## src/design/go_back_n_sender_unit_assert.svh

```systemverilog
// Assertion macros for the go-back-n sender unit.
`ifndef GO_BACK_N_SENDER_UNIT_ASSERT_SVH
`define GO_BACK_N_SENDER_UNIT_ASSERT_SVH
`ifndef NO_ASSERTIONS
`define GBN_ASSERT_IMPL(label, clk, rst_n, prop) \
    label: assert property (@(posedge clk) disable iff (!rst_n) prop) else $error("assertion failed");
`define GBN_ASSERT_NEXT(label, clk, rst_n, cond, nxt) \
    label: assert property (@(posedge clk) disable iff (!rst_n) (cond) |=> (nxt)) else $error("assertion failed");
`else
`define GBN_ASSERT_IMPL(label, clk, rst_n, prop)
`define GBN_ASSERT_NEXT(label, clk, rst_n, cond, nxt)
`endif
`endif

```

## src/design/gbn_pkg.sv

```systemverilog
// Shared types and constants of the go-back-n sender.
package gbn_pkg;
    localparam logic [1:0] OP_MSG  = 2'd0;
    localparam logic [1:0] OP_ACK  = 2'd1;
    localparam logic [1:0] OP_TICK = 2'd2;

    localparam logic [3:0] ST_SENT     = 4'd0;
    localparam logic [3:0] ST_BUFFERED = 4'd1;
    localparam logic [3:0] ST_DROPPED  = 4'd2;
    localparam logic [3:0] ST_EMPTY    = 4'd3;
    localparam logic [3:0] ST_CORRUPT  = 4'd4;
    localparam logic [3:0] ST_DUP      = 4'd5;
    localparam logic [3:0] ST_ACCEPTED = 4'd6;
    localparam logic [3:0] ST_TIMEOUT  = 4'd7;
    localparam logic [3:0] ST_IDLE     = 4'd8;

    // one window entry
    typedef struct packed {
        logic [2:0]  seq;
        logic [63:0] payload;
        logic [31:0] stamp;
    } entry_t;

    // command from the sequencer to each window cell
    typedef struct packed {
        logic        shift;   // take neighbor's entry
        logic        load;    // tail cell loads new entry
        logic        restamp; // stamp with current tick
        logic [31:0] tick;
    } cell_ctl_t;

    // cut payload at first zero byte
    function automatic logic [63:0] clean(input logic [63:0] raw);
        logic [63:0] r;
        logic        stop;
        r = '0;
        stop = 1'b0;
        for (int i = 0; i < 8; i++) begin
            if (raw[8*i +: 8] == 8'd0)
                stop = 1'b1;
            if (!stop)
                r[8*i +: 8] = raw[8*i +: 8];
        end
        return r;
    endfunction

    function automatic logic [10:0] bsum(input logic [63:0] p);
        logic [10:0] s;
        s = '0;
        for (int i = 0; i < 8; i++)
            s = s + {3'd0, p[8*i +: 8]};
        return s;
    endfunction
endpackage

```

## src/design/gbn_cell.sv

```systemverilog
// One window cell: holds an entry and shifts toward the head.
module gbn_cell
(
    input  logic              clk,
    input  gbn_pkg::cell_ctl_t ctl,
    input  logic              is_tail,
    input  gbn_pkg::entry_t   nbr,
    input  gbn_pkg::entry_t   new_entry,
    output gbn_pkg::entry_t   q
);
    gbn_pkg::entry_t q_reg;
    assign q = q_reg;

    always_ff @(posedge clk)
    begin
        if (ctl.load && is_tail)
            q_reg <= new_entry;
        else if (ctl.shift)
            q_reg <= nbr;
        else if (ctl.restamp)
            q_reg.stamp <= ctl.tick;
    end
endmodule

```

## config.mk

```make
export PLATFORM = sky130hd
export DESIGN_NAME = gbn_cell
export DESIGN_NICKNAME = d
export VERILOG_FILES = /design/src/design/go_back_n_sender_unit_assert.svh /design/src/design/gbn_pkg.sv /design/src/design/gbn_cell.sv
export SDC_FILE = /design/constraint.sdc
export NUM_CORES = 1
export LEC_CHECK = 0
export ABC_AREA = 1
export ABC_CLOCK_PERIOD_IN_PS = 3110
export BUFFER_PORTS_ARGS = -buffer_cell sky130_fd_sc_hd__buf_2
export CORE_AREA = 3 3 128 130
export CTS_CLUSTER_SIZE = 12
export DETAILED_ROUTE_END_ITERATION = 6
export DIE_AREA = 0 0 131 133
export SKIP_CTS_REPAIR_TIMING = 1
export SLEW_MARGIN = 40
export SYNTH_ARGS = -nofsm -noshare
export SYNTH_HDL_FRONTEND = slang
export SYNTH_SLANG_ARGS = --single-unit
```

## constraint.sdc

```tcl
create_clock -name clk -period 3.11 [get_ports clk]
set_input_delay 0.311 -clock clk [delete_from_list [all_inputs] [get_ports clk]]
set_output_delay 0.311 -clock clk [all_outputs]
set_load 0.01 [all_outputs]
```

==> flow_summary.ini, run 1 <==
[timing]
setup_tns_ns = 0
tightest_slew_ns = 0.6149
final_max_slew_viol_count = 0
finalHoldViolations = 0
fin_crit_sh_pct = 50.72
period_needed_ns = 1.577
finalSetupViolations = 0
rsz0062_at_grt = no
worst_slack_ns = 1.533
slew_headroom_pct = 59.01
clock.fmax_mhz = 634.0

[setup_path]
cp.buffers_inverters = 3
crit_family = buffers and inverters
worstPathCellList = buf_2 -> nand2_4 -> buf_4 -> nand2_4 -> or2_1 -> buf_4
critPathKind = input pin to register
max_stage_delay_ns = 0.48
required_ns = 3.16
end_kind = register
crit_fanout = 55
startpoint_type = input pin
arrival_ns = 1.62
critPathSlowestCell = buf_4

[final_layout]
final_util_pct = 45.63
final_cell_mix = buf_2, nand2_1, edfxtp_1
final_common_cell = buf_2
largest_reg_flops = 99
area_delta_synth_final_pct = 45.41
final_nets = 1116
antennaDiodeCount = 0
drive_gt1_share_pct = 40.68

[drt]
drt_iter0_drc = 211
via_per_inst = 4.226
final_antenna_net_count = 0
wl_per_cell_um = 14.42
drc = 0
totalWireLength_um = 15800
drt-pass1-iter-count = 4
num_vias = 4632

[cts]
cts_tree = built
cts-buffers-inserted = 9
cts_sinks = 99
root_buffer = clkbuf_16
htree_levels = 3
clock_path_buffers = 2
path_clk_slew_ns = 0.07

[place]
place_hpwl_um = 12100
place.gp.congestion = 0.8246
io_buffer_count = 333
dp_slack_ns = 1.180

[die]
rows = 45
die_h_um = 133
start_util_pct = 31.38
dieArea_sq_mm = 0.01742
io_pins = 334
die_x_um = 131
core-area_sq_mm = 0.01526

[global_routing]
grt_use_total_pct = 17.17
overflow = 0
grt_pass1_wl_um = 22980
grt_max_degree = 68
grt_antenna_before_repair = 2
grt_pass1_vias = 4395

[synthesis]
yosysWarnings = 0
netlist_area_sq_mm = 0.004788
synth_seq_area_share_pct = 62.09
syn-instance-count = 557
ys_seq_elements = 99
syn_nets = 792
syn_avg_cell_area_sq_um = 8.597
synth.distinct_cells = 10

[job]
maxCapViolCount = 0

[run_status]
status = complete, no violations

[power]
cellPowerDensity_mw_per_mm2 = 509.9
power.leakage_nw = 3.857
ir_drop_uv = 297.4

[worst_hold_path]
hold_path.class = input pin to register
==> power breakdown <==
group	total [W]	switching (W)	internal (W)
clock network	0.00119	0.000490	0.000702
registers	0.00170	0.0000391	0.00166
logic	0.000661	0.000379	0.000281
total	0.00355	0.000908	0.00264
==> stage by stage <==
stage	power, W	instances	hold slack [ns]	area [sq um]
floorplan	0.002022	557	0.4896	4788
global placement	0.002397	1081	0.5744	6649
detailed placement	0.002401	1081	0.5799	6649
CTS	0.003603	1096	0.2145	6963
global route	0.003723	1096	0.2241	6963
finish	0.003551	1096	0.2320	6963
==> cells in the mapped netlist <==
library cell | n | area share [%]
nand3_1 | 32 | 3.3
or2_1 | 1 | 0.13
nand2_2 | 2 | 0.26
nand2_1 | 329 | 26
inv_2 | 2 | 0.16
inv_1 | 64 | 5.0
buf_6 | 1 | 0.24
buf_2 | 24 | 2.5
edfxtp_1 | 99 | 62
buf_4 | 3 | 0.47
==> final cells by class <==
cell class                      instances  area (sq um)
Fill cell                            1583          8295
Sequential cell                        99          2973
Timing Repair Buffer                  341          1739
Multi-Input combinational cell        364          1424
Tap cell                              211         264.0
Inverter                               66         249.0
Clock buffer                            9         225.2
Clock inverter                          6         88.84
==> logic make-up after synthesis <==
group,synth area share (%)
buffers and inverters,8.388
and+or+nand+nor,29.53
DFF,62.09
==> layer usage <==
layer / share of wire [%] / track usage (%) / vias to the layer above
met5: 0.17 / 0 / -
met4: 2.2 / 5.886 / 4
met3: 11 / 5.491 / 26
met2: 51 / 30.62 / 224
met1: 36 / 18.94 / 2016
li1: - / - / 2362
==> path summary, 6_finish.rpt <==
check                    startpoint     to  slack [ns]  cells after the start
worst min-delay path  new_entry[88]  q[88]        0.23                      3
worst max-delay path        ctl[33]   q[6]        1.53                      6
(Power assumes the default switching activity.)
==> inputs of run 2 (changes only) <==
- ABC_AREA: 1 -> 0
- ABC_CLOCK_PERIOD_IN_PS: 3110 -> 1500
- CORE_AREA: 3 3 128 130 -> 3 3 127 129
- DIE_AREA: 0 0 131 133 -> 0 0 130 132
- clock period: 3.11 -> 1.5 ns (I/O delays scaled with it)
==> run 2 against run 1 <==
  * Clock power rose by 76%
  * Combinational power rose by 110%
  * Area after synthesis fell by 4.2%
  * Sequential cell count did not move
  * Sequential power rose by 110%
  * Setup slack got worse by 1.1 ns
  * Cell count fell by 25%
  * First-iteration DRC count fell by 30%
  * Hold slack got worse by 0.13 ns
  * Final area fell by 2.1%
  * Critical endpoint is now q[1]
==> flow_summary.ini, run 2 <==
[global_routing]
grt_pass1_vias = 3903
grt_use_total_pct = 15.81
grt_antenna_before_repair = 0
grt_pass1_wl_um = 20500
grt_max_degree = 33
overflow = 0

[drt]
via_per_inst = 4.515
drt_iter0_drc = 148
wl_per_cell_um = 17.20
final_antenna_net_count = 0
drc = 0
totalWireLength_um = 14090
drt-pass1-iter-count = 5
num_vias = 3698

[place]
place.gp.congestion = 0.8096
place_hpwl_um = 11790
dp_slack_ns = 0.08665
io_buffer_count = 333

[synthesis]
syn_nets = 523
async_flop_share_pct = 0
synth_most_common_cell = edfxtp_1
netlist_area_sq_mm = 0.004589
synth_top_flop_cell = edfxtp_1
synth.distinct_cells = 14
synth_top_cell_by_area = edfxtp_1
syn_avg_cell_area_sq_um = 15.94
synth_seq_area_share_pct = 64.78
synth_edf_count = 99
ys_seq_elements = 99
synth_area_leaders = edfxtp_1, mux2_2, mux2i_1, mux2_4, nand3_1
netlist_top_cells_count = edfxtp_1, mux2_2, mux2i_1, nand3_1, o21ai_0
yosysWarnings = 0
yosysTopAreaCellShare_pct = 64.78
syn-instance-count = 288

[final_layout]
final_cell_mix = buf_2, edfxtp_1, mux2_2
drive_gt1_share_pct = 68.30
antennaDiodeCount = 0
fillers = 1405
largest_reg_flops = 99
final_nets = 861
final_common_cell = buf_2
area_delta_synth_final_pct = 48.50

[cts]
cts_tree = built
clock_path_buffers = 2
cts_sinks = 99
cts-buffers-inserted = 9
root_buffer = clkbuf_16
path_clk_slew_ns = 0.07
htree_levels = 3

[timing]
whs_ns = 0.09933
tightest_slew_ns = 0.4109
fin_crit_sh_pct = 72.21
final_max_slew_viol_count = 0
setup_tns_ns = 0
rsz0062_at_grt = no
slew_headroom_pct = 72.61
period_needed_ns = 1.083
clock.fmax_mhz = 923.2
worst_slack_ns = 0.4169
finalHoldViolations = 0
finalSetupViolations = 0

[die]
die_h_um = 132
dieArea_sq_mm = 0.01716
die_x_um = 130
start_util_pct = 30.30
rows = 45
io_pins = 334
core-area_sq_mm = 0.01515

[run_status]
status = complete, no violations

[setup_path]
critPathKind = register to primary output
crit_family = flip-flops
end_kind = primary output
worstPathCellList = buf_2
required_ns = 1.35
max_stage_delay_ns = 0.41
arrival_ns = 0.93
crit_fanout = 1
cp.buffers_inverters = 1
startpoint_type = register
critPathSlowestCell = edfxtp_1

[power]
power.leakage_nw = 3.192
cellPowerDensity_mw_per_mm2 = 1021
power.switching_w = 0.001733
pwr-share-seq_pct = 50.6
ir_drop_uv = 492.0
p_sw_share_pct = 24.90
p_clk_share_pct = 30.0
intPower_w = 0.005228
power_frac_comb_pct = 19.5
p_total_w = 0.006961

[worst_hold_path]
whs_endpoint = q[95]
hold_path.class = input pin to register
min-delay-start = new_entry[95]
hold_depth = 2

[job]
maxCapViolCount = 0
==> run 2: cell count changes after synthesis, moves of 19 or more <==
cell / delta
inv_1: -64
mux2_2: +48
mux2_4: +19
mux2i_1: +32
nand2_1: -329
o21ai_0: +32
==> run 2: per-stage QoR <==
stage	util, %	area [sq um]	instances
final	45.00	6815	819
after global routing	45.00	6815	819
after CTS	45.00	6815	819
after detailed placement	43.27	6554	803
after global placement	43.27	6554	803
after floorplan	-	4613	288
==> run 2: worst max path at each step <==
stage,start,to,slack [ns],cells past startpoint
after global placement,ctl[33],q[35],0.15,4
after floorplan,ctl[33],q[32],0.002,5
final,q[1],q[1],0.42,1
after global routing,q[1],q[1],0.36,1
after detailed placement,ctl[33],q[98],0.09,4
after CTS,q[1],q[1],0.36,1
==> run 2: final cells by class <==
class,instances,area [sq um],share of cell area [%]
Sequential cell,99,2973,43.62
Timing Repair Buffer,349,1837,26.95
Multi-Input combinational cell,167,1509,22.14
Tap cell,188,235.2,3.451
Clock buffer,10,229.0,3.360
Clock inverter,6,32.53,0.4773
==> run 2: logic make-up after synthesis <==
logic type | after synthesis | synth area share, %
multiplexers | 99 | 24.97
AND/OR/NAND/NOR | 36 | 4.035
AO/OA/AOI/OAI | 32 | 3.490
flip-flops | 99 | 64.78
buffers and inverters | 22 | 2.726
==> run 2: power groups by stage <==
| stage | clock network (W) | registers (W) | logic (W) |
|---|---|---|---|
| 2_1_floorplan | 0 | 0.00376 | 0.000417 |
| 3_3_place_gp | 0 | 0.00358 | 0.00137 |
| 3_5_place_dp | 0 | 0.00359 | 0.00138 |
| 4_1_cts | 0.00216 | 0.00353 | 0.00139 |
| 5_1_grt | 0.00225 | 0.00355 | 0.00148 |
| 6_report | 0.00209 | 0.00352 | 0.00136 |
==> run 2: layer usage <==
metal / part of all wire (%) / wire length [um] / track usage [%]
met1: 35 / 4926 / 16.24
met3: 10 / 1441 / 5.105
met2: 53 / 7474 / 29.40
met4: 1.7 / 245 / 5.831
met5: 0 / 0 / 0
==> inputs of run 3 (changes only) <==
- ABC_CLOCK_PERIOD_IN_PS: 1500 -> 1000
- clock period: 1.5 -> 1 ns (I/O delays scaled with it)
==> run 3 against run 2 <==
  * The flow now finishes with violations (setup timing)
  * Count of clock-buffer cells in the layout stayed put
  * Clock power is 77% higher
  * Sequential power is 50% higher
  * Combinational power is 51% higher
  * Cell count is 0.12% higher
  * Via count is 1.5% higher
  * Utilization is 0.50 points higher
  * Critical path type unchanged
  * Critical endpoint is now q[48]
  * Largest cell class unchanged
  * Largest power group unchanged
==> flow_summary.ini, run 3 (synthesis results as in run 2) <==
[cts]
clock_path_buffers = 2
cts_sinks = 99
htree_levels = 3
cts_tree = built
path_clk_slew_ns = 0.07
cts-buffers-inserted = 9
root_buffer = clkbuf_16

[final_layout]
final_nets = 862
final_common_cell = buf_2
final_util_pct = 45.50
antennaDiodeCount = 0
drive_gt1_share_pct = 68.67
area_delta_synth_final_pct = 50.16
final_cell_mix = buf_2, edfxtp_1, mux2_2
largest_reg_flops = 99

[die]
io_pins = 334
dieArea_sq_mm = 0.01716
die_h_um = 132
start_util_pct = 30.30
die_x_um = 130
core-area_sq_mm = 0.01515
rows = 45

[job]
maxCapViolCount = 0

[timing]
whs_ns = 0.05368
finalSetupViolations = 3
worst_slack_ns = -0.01650
tightest_slew_ns = 0.4163
slew_headroom_pct = 72.25
finalHoldViolations = 0
period_needed_ns = 1.017
rsz0062_at_grt = yes
fin_crit_sh_pct = 101.7
clock.fmax_mhz = 983.8
final_max_slew_viol_count = 0

[power]
p_clk_share_pct = 33.5
ir_drop_uv = 845.3
p_sw_share_pct = 23.91
power.leakage_nw = 3.227
pwr-share-seq_pct = 47.9
power_frac_comb_pct = 18.6
intPower_w = 0.008398
cellPowerDensity_mw_per_mm2 = 1602
p_total_w = 0.01104
power.switching_w = 0.002639

[setup_path]
crit_family = flip-flops
critPathSlowestCell = edfxtp_1
critPathKind = register to primary output
end_kind = primary output
startpoint_type = register
cp.buffers_inverters = 1
crit_fanout = 1
max_stage_delay_ns = 0.41
required_ns = 0.90
arrival_ns = 0.92
worstPathCellList = buf_2

[global_routing]
grt_max_degree = 36
grt_pass1_wl_um = 20190
grt_use_total_pct = 15.64
grt_antenna_before_repair = 0
grt_pass1_vias = 3916
overflow = 0

[run_status]
violations = setup timing
status = complete, but fails checks

[worst_hold_path]
hold_path.class = input pin to register

[place]
place_hpwl_um = 11540
dp_slack_ns = -0.2731
io_buffer_count = 333
place.gp.congestion = 0.7953

[drt]
wl_per_cell_um = 17.23
final_antenna_net_count = 0
via_per_inst = 4.578
num_vias = 3754
drt-pass1-iter-count = 4
totalWireLength_um = 14130
drt_iter0_drc = 152
drc = 0
## run 3: cell count changes in the layout (fill, tap and decap cells not counted), sizes merged
cell	change
buf	+1
bufinv	+2
inv	+1
clkinv	-3
## run 3: final cells by class
class	instances	area, sq um
Clock buffer	10	229.0
Clock inverter	6	88.84
Fill cell	1375	8254
Multi-Input combinational cell	167	1509
Sequential cell	99	2973
Tap cell	188	235.2
Timing Repair Buffer	350	1857
## run 3: routing by layer
layer | vias up | GRT usage [%] | wire (um) | part of all wire, %
met4 | 0 | 7.102 | 335 | 2.4
li1 | 1798 | - | - | -
met1 | 1719 | 15.34 | 4841 | 34
met2 | 217 | 29.48 | 7559 | 54
met3 | 20 | 4.700 | 1389 | 9.8
met5 | - | 0 | 0 | 0
## run 3: worst paths after layout
| path | cells after the start | startpoint | end |
|---|---|---|---|
| setup / recovery | 1 | q[48] | q[48] |
| hold / removal | 2 | new_entry[75] | q[75] |
## run 3: power by group through the flow
stage                     Clock, W  Combinational, W  Sequential, W
after floorplan                  0          0.000638        0.00565
after global placement           0           0.00203        0.00537
after detailed placement         0           0.00207        0.00538
after CTS                  0.00381           0.00207        0.00529
after global routing       0.00397           0.00223        0.00533
final                      0.00370           0.00205        0.00529
## run 3: per-stage QoR
step,area (sq um),instances,TNS (ns)
3_3_place_gp,6549,804,-36.38
4_1_cts,6867,820,-0.2520
6_report,6892,820,-0.04021
2_1_floorplan,4642,288,-38.19
5_1_grt,6892,820,-0.4225
3_5_place_dp,6549,804,-40.90
